File: config.mk
export PLATFORM = sky130hd
export DESIGN_NAME = lsbi_stego_embedder
export DESIGN_NICKNAME = d
export VERILOG_FILES = /design/src/rtl/core/lsbi_pkg.sv /design/src/rtl/core/lsbi_lane.sv /design/src/rtl/core/lsbi_merge.sv /design/src/rtl/core/lsbi_stego_embedder.sv
export SDC_FILE = /design/constraint.sdc
export NUM_CORES = 2
export LEC_CHECK = 0
export ABC_AREA = 1
export BUFFER_PORTS_ARGS = -buffer_cell sky130_fd_sc_hd__buf_2
export CAP_MARGIN = 0
export CORE_ASPECT_RATIO = 1.2
export CORE_UTILIZATION = 50
export CTS_BUF_LIST = sky130_fd_sc_hd__clkbuf_8
export DETAILED_ROUTE_END_ITERATION = 10
export PLACE_DENSITY = 0.69
export RECOVER_POWER = 25
export SYNTH_ARGS = -nofsm -noshare
export SYNTH_HDL_FRONTEND = slang
export SYNTH_HIERARCHICAL = 1
export SYNTH_SLANG_ARGS = --single-unit
File: constraint.sdc
create_clock -name clk -period 8.8 [get_ports clk]
set_input_delay 0.88 -clock clk [delete_from_list [all_inputs] [get_ports clk]]
set_output_delay 0.88 -clock clk [all_outputs]
set_load 0.05 [all_outputs]
File: src/rtl/core/lsbi_pkg.sv
// ----------------------------------------------------------------------------
// lsbi_pkg: shared types and constants for the LSBI embedder
// Request codes, lane control and per-lane counter event structs.
// ----------------------------------------------------------------------------
package lsbi_pkg;

  localparam int CNT_W     = 32;  // pattern counter width
  localparam int CTL_BITS  = 4;   // control slots that carry the map
  localparam int PATTERNS  = 4;   // 2-bit patterns, bits 2..1
  localparam int NUM_LANES = 3;   // blue, green, red
  localparam int RED_LANE  = 2;
  localparam int SLOT_W    = 32;

  typedef enum logic [1:0] {
    REQ_START_ANALYSIS = 2'd0,
    REQ_ANALYZE        = 2'd1,
    REQ_START_EMBED    = 2'd2,
    REQ_EMBED          = 2'd3
  } lsbi_req_t;

  typedef struct packed {
    logic ctl_en;   // component takes a map bit
    logic ctl_bit;
    logic pay_en;   // component takes a payload bit
    logic pay_bit;
  } lsbi_lane_ctl_t;

  typedef struct packed {
    logic       hit;      // analysis counted this component
    logic       changed;  // LSB would change
    logic [1:0] pat;
  } lsbi_evt_t;

endpackage

File: src/rtl/core/lsbi_lane.sv
// ----------------------------------------------------------------------------
// lsbi_lane: one color component slot
// Writes control or payload bits into the LSB, reports analysis events.
// ----------------------------------------------------------------------------
module lsbi_lane
  import lsbi_pkg::*;
(
  input  logic [7:0]      comp,
  input  lsbi_lane_ctl_t  ctl,
  input  logic            embed,
  input  logic [3:0]      map,
  output logic [7:0]      comp_out,
  output lsbi_evt_t       evt
);

  logic [1:0] pat;
  logic       inv;

  assign pat = comp[2:1];
  assign inv = map[pat];

  always_comb begin
    comp_out = comp;
    if (embed && ctl.ctl_en) begin
      comp_out = {comp[7:1], ctl.ctl_bit};
    end else if (embed && ctl.pay_en) begin
      comp_out = {comp[7:1], ctl.pay_bit ^ inv};
    end
  end

  assign evt.hit     = ctl.pay_en & ~embed;
  assign evt.changed = comp[0] ^ ctl.pay_bit;
  assign evt.pat     = pat;

endmodule

File: src/rtl/core/lsbi_merge.sv
// ----------------------------------------------------------------------------
// lsbi_merge: pattern counter bank
// Merges lane events into saturating changed/unchanged counters, derives map.
// ----------------------------------------------------------------------------
module lsbi_merge
  import lsbi_pkg::*;
(
  input  logic                  clk,
  input  logic                  rst_n,
  input  logic                  clear,
  input  logic                  update,
  input  lsbi_evt_t             evt [NUM_LANES],
  output logic [PATTERNS-1:0]   map_cur,
  output logic [PATTERNS-1:0]   map_nxt
);

  logic [CNT_W-1:0] ch_r  [PATTERNS];
  logic [CNT_W-1:0] un_r  [PATTERNS];
  logic [CNT_W-1:0] ch_nxt [PATTERNS];
  logic [CNT_W-1:0] un_nxt [PATTERNS];
  logic [1:0]       inc_ch [PATTERNS];
  logic [1:0]       inc_un [PATTERNS];
  logic [CNT_W:0]   sum_ch [PATTERNS];
  logic [CNT_W:0]   sum_un [PATTERNS];

  always_comb begin
    for (int p = 0; p < PATTERNS; p++) begin
      inc_ch[p] = '0;
      inc_un[p] = '0;
      for (int l = 0; l < NUM_LANES; l++) begin
        if (evt[l].hit && (evt[l].pat == 2'(p))) begin
          if (evt[l].changed) begin
            inc_ch[p] = inc_ch[p] + 2'd1;
          end else begin
            inc_un[p] = inc_un[p] + 2'd1;
          end
        end
      end
      sum_ch[p] = {1'b0, ch_r[p]} + (CNT_W+1)'(inc_ch[p]);
      sum_un[p] = {1'b0, un_r[p]} + (CNT_W+1)'(inc_un[p]);
      if (clear) begin
        ch_nxt[p] = '0;
        un_nxt[p] = '0;
      end else if (update) begin
        // saturate at all ones
        ch_nxt[p] = sum_ch[p][CNT_W] ? '1 : sum_ch[p][CNT_W-1:0];
        un_nxt[p] = sum_un[p][CNT_W] ? '1 : sum_un[p][CNT_W-1:0];
      end else begin
        ch_nxt[p] = ch_r[p];
        un_nxt[p] = un_r[p];
      end
      map_nxt[p] = ch_nxt[p] > un_nxt[p];
      map_cur[p] = ch_r[p] > un_r[p];
    end
  end

  always_ff @(posedge clk) begin
    for (int p = 0; p < PATTERNS; p++) begin
      if (!rst_n) begin
        ch_r[p] <= '0;
        un_r[p] <= '0;
      end else begin
        ch_r[p] <= ch_nxt[p];
        un_r[p] <= un_nxt[p];
      end
    end
  end

endmodule

File: src/rtl/core/lsbi_stego_embedder.sv
// ----------------------------------------------------------------------------
// lsbi_stego_embedder: LSBI pattern-inversion LSB embedder, top level
// Two passes over a BGR pixel stream: analysis counts per-pattern LSB flips,
// embedding writes the 4-bit map, then payload bits with pattern inversion.
// ----------------------------------------------------------------------------
//
//  channel | ports                                   | dir | handshake
//  --------+-----------------------------------------+-----+-------------
//  in      | in_req_type, in_blue/green/red,         | in  | in_valid/in_ready
//          | in_next_bits                            |     |
//  out     | out_blue/green/red, out_bits_used,      | out | out_valid/out_ready
//          | out_map_value, out_finished             |     |
//  cfg     | cfg_data (payload bit count)            | in  | cfg_valid/cfg_ready
//
//  One request per cycle while in_ready is high; results are registered.
//  Slot walk, three lanes and the counter bank update together on accept, so
//  back-to-back requests see the state left by the previous one.
//  Result register plus skid register: a new request enters while a result
//  waits; in_ready drops only when both are full. cfg_ready is always high.
//  rst_n (sync, active low) clears counters, slot index, map, count, valid flags.
// ----------------------------------------------------------------------------
module lsbi_stego_embedder
  import lsbi_pkg::*;
(
  input  logic        clk,
  input  logic        rst_n,
  // request channel
  input  logic        in_valid,
  output logic        in_ready,
  input  logic [1:0]  in_req_type,
  input  logic [7:0]  in_blue,
  input  logic [7:0]  in_green,
  input  logic [7:0]  in_red,
  input  logic [2:0]  in_next_bits,
  // result channel
  output logic        out_valid,
  input  logic        out_ready,
  output logic [7:0]  out_blue,
  output logic [7:0]  out_green,
  output logic [7:0]  out_red,
  output logic [1:0]  out_bits_used,
  output logic [3:0]  out_map_value,
  output logic        out_finished,
  // configuration
  input  logic        cfg_valid,
  output logic        cfg_ready,
  input  logic [31:0] cfg_data
);

  typedef struct packed {
    logic [7:0] blue;
    logic [7:0] green;
    logic [7:0] red;
    logic [1:0] bits_used;
    logic [3:0] map_value;
    logic       finished;
  } lsbi_res_t;

  lsbi_req_t          req;
  logic               accept;
  logic               drain;
  logic               walk;
  logic               embed;

  // slot bookkeeping
  logic [SLOT_W-1:0]  slot_r, slot_nxt;
  logic [SLOT_W-1:0]  total_r;          // payload count + control bits, saturated
  logic [SLOT_W:0]    total_sum;
  logic [3:0]         latched_r, latched_nxt;

  logic [SLOT_W:0]    lane_slot [NUM_LANES];
  logic               lane_live [NUM_LANES];  // slot still below the total
  logic               lane_ctl  [NUM_LANES];  // slot is a control slot
  lsbi_lane_ctl_t     ctl       [NUM_LANES];
  lsbi_evt_t          evt       [NUM_LANES];
  logic [7:0]         comp_in   [NUM_LANES];
  logic [7:0]         comp_out  [NUM_LANES];
  logic [1:0]         adv;
  logic [1:0]         used;

  logic [3:0]         map_cur, map_nxt;
  lsbi_res_t          res;

  // output stage
  lsbi_res_t          out_r, skid_r;
  logic               out_v_r, skid_v_r;

  assign req       = lsbi_req_t'(in_req_type);
  assign in_ready  = ~skid_v_r;
  assign accept    = in_valid & in_ready;
  assign drain     = out_v_r & out_ready;
  assign walk      = (req == REQ_ANALYZE) || (req == REQ_EMBED);
  assign embed     = (req == REQ_EMBED);
  assign cfg_ready = 1'b1;

  assign comp_in[0] = in_blue;
  assign comp_in[1] = in_green;
  assign comp_in[2] = in_red;

  // Lane k sits at slot_r + k. A lane only gets a live slot when every lane
  // before it consumed one, since slot_r + k < total implies the same for
  // smaller k. Red is a slot only while still in the control region.
  always_comb begin
    adv  = '0;
    used = '0;
    for (int k = 0; k < NUM_LANES; k++) begin
      lane_slot[k]   = {1'b0, slot_r} + (SLOT_W+1)'(k);
      lane_live[k]   = walk && (lane_slot[k] < {1'b0, total_r});
      lane_ctl[k]    = lane_slot[k] < (SLOT_W+1)'(CTL_BITS);
      ctl[k].ctl_en  = lane_live[k] && lane_ctl[k];
      ctl[k].ctl_bit = latched_r[lane_slot[k][1:0]];
      ctl[k].pay_en  = lane_live[k] && !lane_ctl[k] && (k != RED_LANE);
      ctl[k].pay_bit = in_next_bits[used];
      if (ctl[k].ctl_en || ctl[k].pay_en) begin
        adv = adv + 2'd1;
      end
      if (ctl[k].pay_en) begin
        used = used + 2'd1;
      end
    end
  end

  for (genvar g = 0; g < NUM_LANES; g++) begin : g_lane
    lsbi_lane u_lane (
      .comp     (comp_in[g]),
      .ctl      (ctl[g]),
      .embed    (embed),
      .map      (latched_r),
      .comp_out (comp_out[g]),
      .evt      (evt[g])
    );
  end

  lsbi_merge u_merge (
    .clk     (clk),
    .rst_n   (rst_n),
    .clear   (accept && (req == REQ_START_ANALYSIS)),
    .update  (accept && (req == REQ_ANALYZE)),
    .evt     (evt),
    .map_cur (map_cur),
    .map_nxt (map_nxt)
  );

  // next slot index and latched map
  always_comb begin
    slot_nxt    = slot_r;
    latched_nxt = latched_r;
    if (accept) begin
      case (req)
        REQ_START_ANALYSIS: slot_nxt = '0;
        REQ_START_EMBED: begin
          slot_nxt    = '0;
          latched_nxt = map_cur;
        end
        REQ_ANALYZE,
        REQ_EMBED:          slot_nxt = slot_r + SLOT_W'(adv);
        default:            slot_nxt = slot_r;
      endcase
    end
  end

  // result for the request at the input
  always_comb begin
    res.blue      = comp_out[0];
    res.green     = comp_out[1];
    res.red       = comp_out[2];
    res.bits_used = used;
    case (req)
      REQ_START_ANALYSIS,
      REQ_ANALYZE:     res.map_value = map_nxt;
      REQ_START_EMBED: res.map_value = map_cur;
      REQ_EMBED:       res.map_value = latched_r;
      default:         res.map_value = latched_r;
    endcase
    res.finished = slot_nxt >= total_r;
  end

  assign total_sum = {1'b0, cfg_data} + (SLOT_W+1)'(CTL_BITS);

  always_ff @(posedge clk) begin
    if (!rst_n) begin
      slot_r    <= '0;
      latched_r <= '0;
      total_r   <= SLOT_W'(CTL_BITS);
      out_v_r   <= 1'b0;
      skid_v_r  <= 1'b0;
    end else begin
      slot_r    <= slot_nxt;
      latched_r <= latched_nxt;
      if (cfg_valid && cfg_ready) begin
        total_r <= total_sum[SLOT_W] ? '1 : total_sum[SLOT_W-1:0];
      end
      // two-entry output: skid drains into the result register first
      if (drain) begin
        if (skid_v_r) begin
          out_r    <= skid_r;
          skid_v_r <= 1'b0;
        end else if (accept) begin
          out_r <= res;
        end else begin
          out_v_r <= 1'b0;
        end
      end else if (accept) begin
        if (out_v_r) begin
          skid_r   <= res;
          skid_v_r <= 1'b1;
        end else begin
          out_r   <= res;
          out_v_r <= 1'b1;
        end
      end
    end
  end

  assign out_valid     = out_v_r;
  assign out_blue      = out_r.blue;
  assign out_green     = out_r.green;
  assign out_red       = out_r.red;
  assign out_bits_used = out_r.bits_used;
  assign out_map_value = out_r.map_value;
  assign out_finished  = out_r.finished;

  // skid entry is only ever filled behind a held result
  a_skid_behind_out : assert property (@(posedge clk) disable iff (!rst_n)
    skid_v_r |-> out_v_r)
    else $error("skid entry valid without result entry");

  // a pixel never carries more than two payload bits
  a_bits_used_max : assert property (@(posedge clk) disable iff (!rst_n)
    out_v_r |-> (out_r.bits_used != 2'd3))
    else $error("bits_used out of range");

  // start requests rewind the slot walk
  a_start_rewinds : assert property (@(posedge clk) disable iff (!rst_n)
    (accept && ((req == REQ_START_ANALYSIS) || (req == REQ_START_EMBED)))
      |=> (slot_r == '0))
    else $error("slot index not cleared by start request");

  // otherwise the walk only moves forward, never wraps
  a_slot_monotonic : assert property (@(posedge clk) disable iff (!rst_n)
    !(accept && ((req == REQ_START_ANALYSIS) || (req == REQ_START_EMBED)))
      |=> (slot_r >= $past(slot_r)))
    else $error("slot index moved backward");

endmodule
Word-level counts from Yosys, hierarchy flattened

Memory sizes are Yosys's and may differ from the RTL's.
Cells that the tools add are included.

Bits in registers: 132
Bits in writable memories: 256
Input bits: 66
Memories kept: 2

Memory list:

| name         | words | width | read ports | clocked after Yosys merged registers in | write ports | line             | text |
|---|---|---|---|---|---|---|---|
| u_merge.ch_r | 4     | 32    | 4          | 0                                       | 4           | lsbi_merge.sv:17 | `logic [CNT_W-1:0] ch_r [PATTERNS];` |
| u_merge.un_r | 4     | 32    | 4          | 0                                       | 4           | lsbi_merge.sv:18 | `logic [CNT_W-1:0] un_r [PATTERNS];` |

$add $sub $neg: 23
Magnitude comparators: 21
Equality and inequality tests: 12
Muxes and demuxes: 95
Bitwise logic cells: 20
Reductions and logical operators: 42

Operator list:

| operator                                                     | count |
|---|---|
| 2-to-1 mux 32 bit                                            | 34 |
| adder 32 x 2 -> 33 bit                                       | 8 |
| > comparator 32 bit                                          | 8 |
| 2-to-1 mux 31 bit                                            | 5 |
| less-than comparator 33 x 3 -> 1 bit (second input constant) | 2 |
| less-than comparator 33 x 32 -> 1 bit                        | 2 |
| case mux 32 bit (2 select lines)                             | 1 |
| 2-to-1 mux 2 bit                                             | 27 |
| adder 32 x 1 -> 33 bit (second input constant)               | 1 |
| adder 32 x 2 -> 33 bit (second input constant)               | 1 |
| adder 32 x 3 -> 33 bit (second input constant)               | 1 |
| adder 32 x 2 -> 32 bit                                       | 1 |
| >= comparator 32 bit                                         | 1 |
| less-than comparator 32 x 3 -> 1 bit (second input constant) | 1 |
| less-than comparator 32 bit                                  | 1 |
| logical AND 1 bit                                            | 23 |
| 2-to-1 mux 1 bit                                             | 21 |
| adder 2 x 1 -> 2 bit (second input constant)                 | 9 |
| less-than comparator 2 x 3 -> 1 bit (second input constant)  | 5 |
| binary-select mux 1 bit (select 2 bit)                       | 6 |
| == test 2 bit (second input constant)                        | 6 |
| case mux 4 bit (3 select lines)                              | 1 |
| bitwise OR 1 bit                                             | 8 |
| AND reduction 4 bit                                          | 2 |
| 14 further kinds                                             | 38 |

Logic depth before layout (Yosys ltp)

Word-level depth: 19
Depth in mapped cells: 53
Mapped depth without buffers: 52

By module

Netlist, hierarchy kept.

By module, submodules not included:

| module              | times used | cells an instance | area an instance (um^2) |
|---|---|---|---|
| lsbi_merge          | 1          | 3,760             | 23,296.1 |
| lsbi_stego_embedder | 1          | 1,637             | 11,554.8 |
| lsbi_lane           | 3          | 33                | 175.2 |

Worst setup path after synthesis

OpenSTA, ideal clock, no wires.

Path kind: register to register
From: register slot_r[1]
To: register out_r, in the netlist out_map_value[0], data pin
Arrival: 6.388 ns
Setup slack: 2.152 ns
Stages on the path, launching flop included: 44
Cells stage by stage: dfxtp_1 > ha_1 > inv_1 > nor2_2 > nand2_1 > nor2_1 > nand2_1 > xor2_1 > inv_1 > ha_1 > a21oi_1 > o21ai_0 > nand4_1 > o211ai_1 > nor2_1 > nand4_1 > nor2_1 > inv_1 > [8 not listed] > fa_1 > nand3_1 > nor2_2 > nand3_1 > inv_1 > nand4_1 > buf_2 > nand3_1 > nand2_1 > inv_1 > ha_1 > nand4_1 > nor4_1 > nand3_1 > a21boi_0 > nand2_1 > nand3_1 > mux2_2

RTL lines:

| what                   | line                       | text |
|---|---|---|
| from (decl)            | lsbi_stego_embedder.sv:66  | `logic [SLOT_W-1:0] slot_r, slot_nxt;` |
| from (signal assigned) | lsbi_stego_embedder.sv:188 | `slot_r <= slot_nxt;` |
| to (signal assigned)   | lsbi_stego_embedder.sv:196 | `out_r <= skid_r;` |
| to (signal assigned)   | lsbi_stego_embedder.sv:199 | `out_r <= res;` |
| to (signal assigned)   | lsbi_stego_embedder.sv:208 | `out_r <= res;` |
| to (decl)              | lsbi_stego_embedder.sv:85  | `lsbi_res_t out_r, skid_r;` |

==> results.py <==
metrics = {
    "cts": {
        "cts-htree-levels": 3,
        "clk_transition_reported_paths_ns": 0.06,
        "max-clock-path-buffers": 3,
        "clock_insertion_delay_worst_skew_ns": 0.70,
        "number_of_buffers_inserted_during_clock_tree_synthesis": 73,
        "clockRootBuffer": "clkbuf_8",
        "number_of_clock_sinks": 388,
        "post_cts_resize_count": 0,
        "tritoncts": "built",
        "post_cts_hold_buffer_count": 0,
        "cts_setup_buffers": 0,
    },
    "layout": {
        "seq_area_sq_um": 8390,
        "area_taken_by_multi_input_logic_gates_sq_um": 23400,
        "design_area_sq_um": 38100,
        "areaGrowthSynthToFinish_pct": 7.81,
        "commonest_non_fill_non_tap_cell_in_the_layout": "nand2_1",
        "final_net_count": 6061,
        "final_layout_size_suffix_gt1_share_pct": 6.84,
        "final_core_utilization_pct": 54.6,
        "most_used_cells_in_the_layout_excluding_fill_and_tap_cells": "nand2_1, nor2_1, inv_1",
        "filler_cell_count": 7153,
    },
    "sta": {
        "slew_headroom_pct": -86.0,
        "clock_skew_ns": 0.0413,
        "report.final.slew_viol_count": 125,
        "whs_ns": 0.377,
        "worst_pin_slew_ns": 2.79,
        "grt_setup_unrepaired": "no",
        "timing.final.setup_violations": 0,
        "setup_ws_ns": 0.639,
        "final_hold_vio_count": 0,
        "finalSetupTns_ns": 0,
        "fmaxAchievable_mhz": 123,
        "min_period_over_period_pct": 92.7,
        "timing.final.crit_period_ns": 8.16,
    },
    "power": {
        "peakVddDrop_v": 0.000133,
        "power.static_leakage_nw": 18.9,
        "power_per_cell_area_nw_per_um2": 107,
    },
    "yosys": {
        "syn_area_per_cell_sq_um": 6.44,
        "yosys_warning_total": 6,
        "netlist-cell-type-count": 65,
        "dominantRegCellSynth": "dfxtp_1",
        "synth.cell_area_sq_um": 35400,
        "synth-async-reset-ratio_pct": 0,
        "proportion_of_synthesized_chip_area_in_sequential_cells_pct": 23.7,
        "yosys_register_bits": 388,
        "edff_count_synth": 62,
        "synth_cells": 5496,
    },
    "worst_setup_path": {
        "criticalPathCategory": "reg -> reg",
        "most_frequent_cell_on_critical_path": "nand2_1",
        "critPathLaunch": "slot_r[2]",
        "timing.critical_path.to_type": "flop",
        "required_time_of_the_worst_setup_path_ns": 9.32,
        "worstPathBufferInverterCount": 9,
        "worst_path_largest_cell_delay_ns": 0.49,
        "crit-reg2reg-launch": "slot_r[2]",
        "critPathTopFamily": "simple AND/OR/NAND/NOR gates",
        "slowest_stage": "dfxtp_1",
        "critical_path.max_fanout": 7,
        "worst_setup_path_start_kind": "flop",
        "arrival_ns": 8.68,
    },
    "drt": {
        "route.vias.total": 36000,
        "routed_wl_um": 117000,
        "detail_routed_via_count_per_cell": 5.50,
        "first_iter_violations": 2449,
        "drt.antenna.violating_nets": 0,
        "detail_route.first_pass.iterations": 6,
        "drcViolationCount": 0,
        "wl_per_cell_um": 17.9,
    },
    "floorplan": {
        "io_pins": 100,
        "floorplan.die.height_um": 293,
        "row_count": 106,
        "dieArea_sq_um": 71800,
        "core_sq_um": 69900,
        "start_util_pct": 50.6,
        "die_x_um": 245,
    },
    "hold_path": {
        "holdCritPathClass": "in -> reg",
        "hp-start": "in_red[5]",
    },
    "global_routing": {
        "grt_pass1_vias": 33700,
        "maximum_number_of_pins_on_one_net_before_global_route_repair": 146,
        "grt_util_all_layers_pct": 32.0,
        "grt_pass1_wl_um": 181000,
        "grt.overflow.total": 0,
        "grt_antenna_before_repair": 2,
    },
    "flow_run": {
        "max_cap_viol_count": 3,
    },
    "run_status": {
        "violations": "capacitance limit, slew limit",
        "run_status": "complete, but fails checks",
    },
    "placement": {
        "io_buffer_count": 98,
        "place_hpwl_um": 91800,
        "place_area_sq_um": 36700,
        "dp_slack_ns": 0.509,
        "gp_congestion": 1.06,
    },
}
==> report_power, final <==
group | internal, mW | switching [mW]
Combinational | 0.119 | 0.317
Sequential | 1.83 | 0.0161
Clock | 0.945 | 0.869
==> path summary, 6_finish.rpt <==
| path | to | slack, ns | depth (start not counted) |
|---|---|---|---|
| hold reg to reg | total_r[25] | 0.46 | 2 |
| hold / removal | skid_r[12] | 0.38 | 1 |
| setup / recovery | out_finished | 0.64 | 43 |
| setup reg to reg | out_finished | 0.64 | 43 |
==> cells by family after synthesis <==
group / synth area share [%]
AOI/OAI and AO/OA: 7.69
xor gates and xnor gates: 4.16
adders and majority gates: 15.1
buffers and inverters: 10.2
DFF: 23.7
muxes: 0.987
other: 0.0212
and+or+nand+nor: 38.1
==> state kept, by name, indices dropped and copies added, names as in the netlist, 2 cells and up <==
| register | flops |
|---|---|
| latched_r | 4 |
| out_bits_used | 2 |
| out_blue | 8 |
| out_green | 8 |
| out_map_value | 4 |
| out_red | 8 |
| skid_r | 31 |
| slot_r | 32 |
| total_r | 32 |
| u_merge/ch_r | 128 |
| u_merge/un_r | 128 |
==> layout make-up <==
class | count | share of cell area, %
Antenna cell | 3 | 0.0197
Sequential cell | 388 | 22.0
Tap cell | 918 | 3.01
Timing Repair Buffer | 154 | 2.25
Multi-Input combinational cell | 4203 | 61.4
Inverter | 753 | 7.44
Clock buffer | 88 | 3.18
Clock inverter | 43 | 0.659
==> worst reg2reg max path, delay by kind of cell (launching register included) <==
| kind | cells | cell delay, ns |
|---|---|---|
| AND/OR/NAND/NOR | 25 | 4.29 |
| adder cells (fa/ha/maj) | 6 | 1.60 |
| buffers and inverters | 9 | 1.10 |
| flip-flops | 1 | 0.49 |
| XOR/XNOR | 1 | 0.28 |
| AO/OA/AOI/OAI | 2 | 0.28 |
==> synth_stat cells (3+ instances only) <==
| library cell | n | area share [%] |
|---|---|---|
| fa_1 | 9 | 0.51 |
| clkinv_1 | 3 | 0.032 |
| nor3_2 | 5 | 0.14 |
| o21ai_0 | 171 | 2.4 |
| and2_1 | 26 | 0.46 |
| nand4_1 | 138 | 2.4 |
| nor3b_1 | 10 | 0.21 |
| nand2_1 | 1415 | 15 |
| xnor2_1 | 44 | 1.1 |
| nand4_2 | 4 | 0.14 |
| nor3_4 | 5 | 0.23 |
| nand3_2 | 14 | 0.40 |
| a221oi_1 | 5 | 0.12 |
| mux2_2 | 31 | 0.99 |
| a21boi_0 | 4 | 0.085 |
| nor2_4 | 22 | 0.70 |
| a21oi_1 | 237 | 3.4 |
| o21ai_1 | 8 | 0.11 |
| a31oi_1 | 23 | 0.41 |
| inv_2 | 9 | 0.095 |
| inv_1 | 741 | 7.9 |
| nand2_2 | 18 | 0.32 |
| or2_2 | 6 | 0.11 |
| nand3b_1 | 22 | 0.47 |
| o211ai_1 | 16 | 0.34 |
| edfxtp_1 | 62 | 5.3 |
| and3_1 | 6 | 0.11 |
| nor2_2 | 36 | 0.64 |
| a21o_1 | 6 | 0.13 |
| o31ai_1 | 4 | 0.085 |
| dfxtp_1 | 326 | 18 |
| ha_1 | 413 | 15 |
| o21a_1 | 7 | 0.15 |
| buf_4 | 34 | 0.72 |
| buf_2 | 40 | 0.57 |
| xor2_1 | 122 | 3.0 |
| clkbuf_1 | 65 | 0.69 |
| o21bai_1 | 6 | 0.13 |
| a211oi_1 | 9 | 0.19 |
| nand3_1 | 382 | 5.4 |
| nor2_1 | 772 | 8.2 |
| nor4_1 | 27 | 0.48 |
| buf_1 | 6 | 0.064 |
| buf_6 | 6 | 0.19 |
| nor3_1 | 154 | 2.2 |
==> routing by layer <==
| layer | track usage, % | vias to the layer above | share of wire (%) |
|---|---|---|---|
| met1 | 36.3 | 16600 | 39 |
| li1 | - | 18000 | - |
| met5 | 0 | - | 0 |
| met4 | 20.8 | 0 | 6.7 |
| met3 | 3.90 | 350 | 5.3 |
| met2 | 56.3 | 1124 | 49 |
==> per-stage QoR <==
| stage | power (mW) | cells |
|---|---|---|
| floorplan | 2.17 | 5497 |
| global placement | 2.31 | 6416 |
| detailed placement | 2.32 | 6416 |
| CTS | 4.14 | 6547 |
| global route | 4.27 | 6549 |
| finish | 4.10 | 6550 |
No activity file was read; power rests on OpenSTA's default activity.
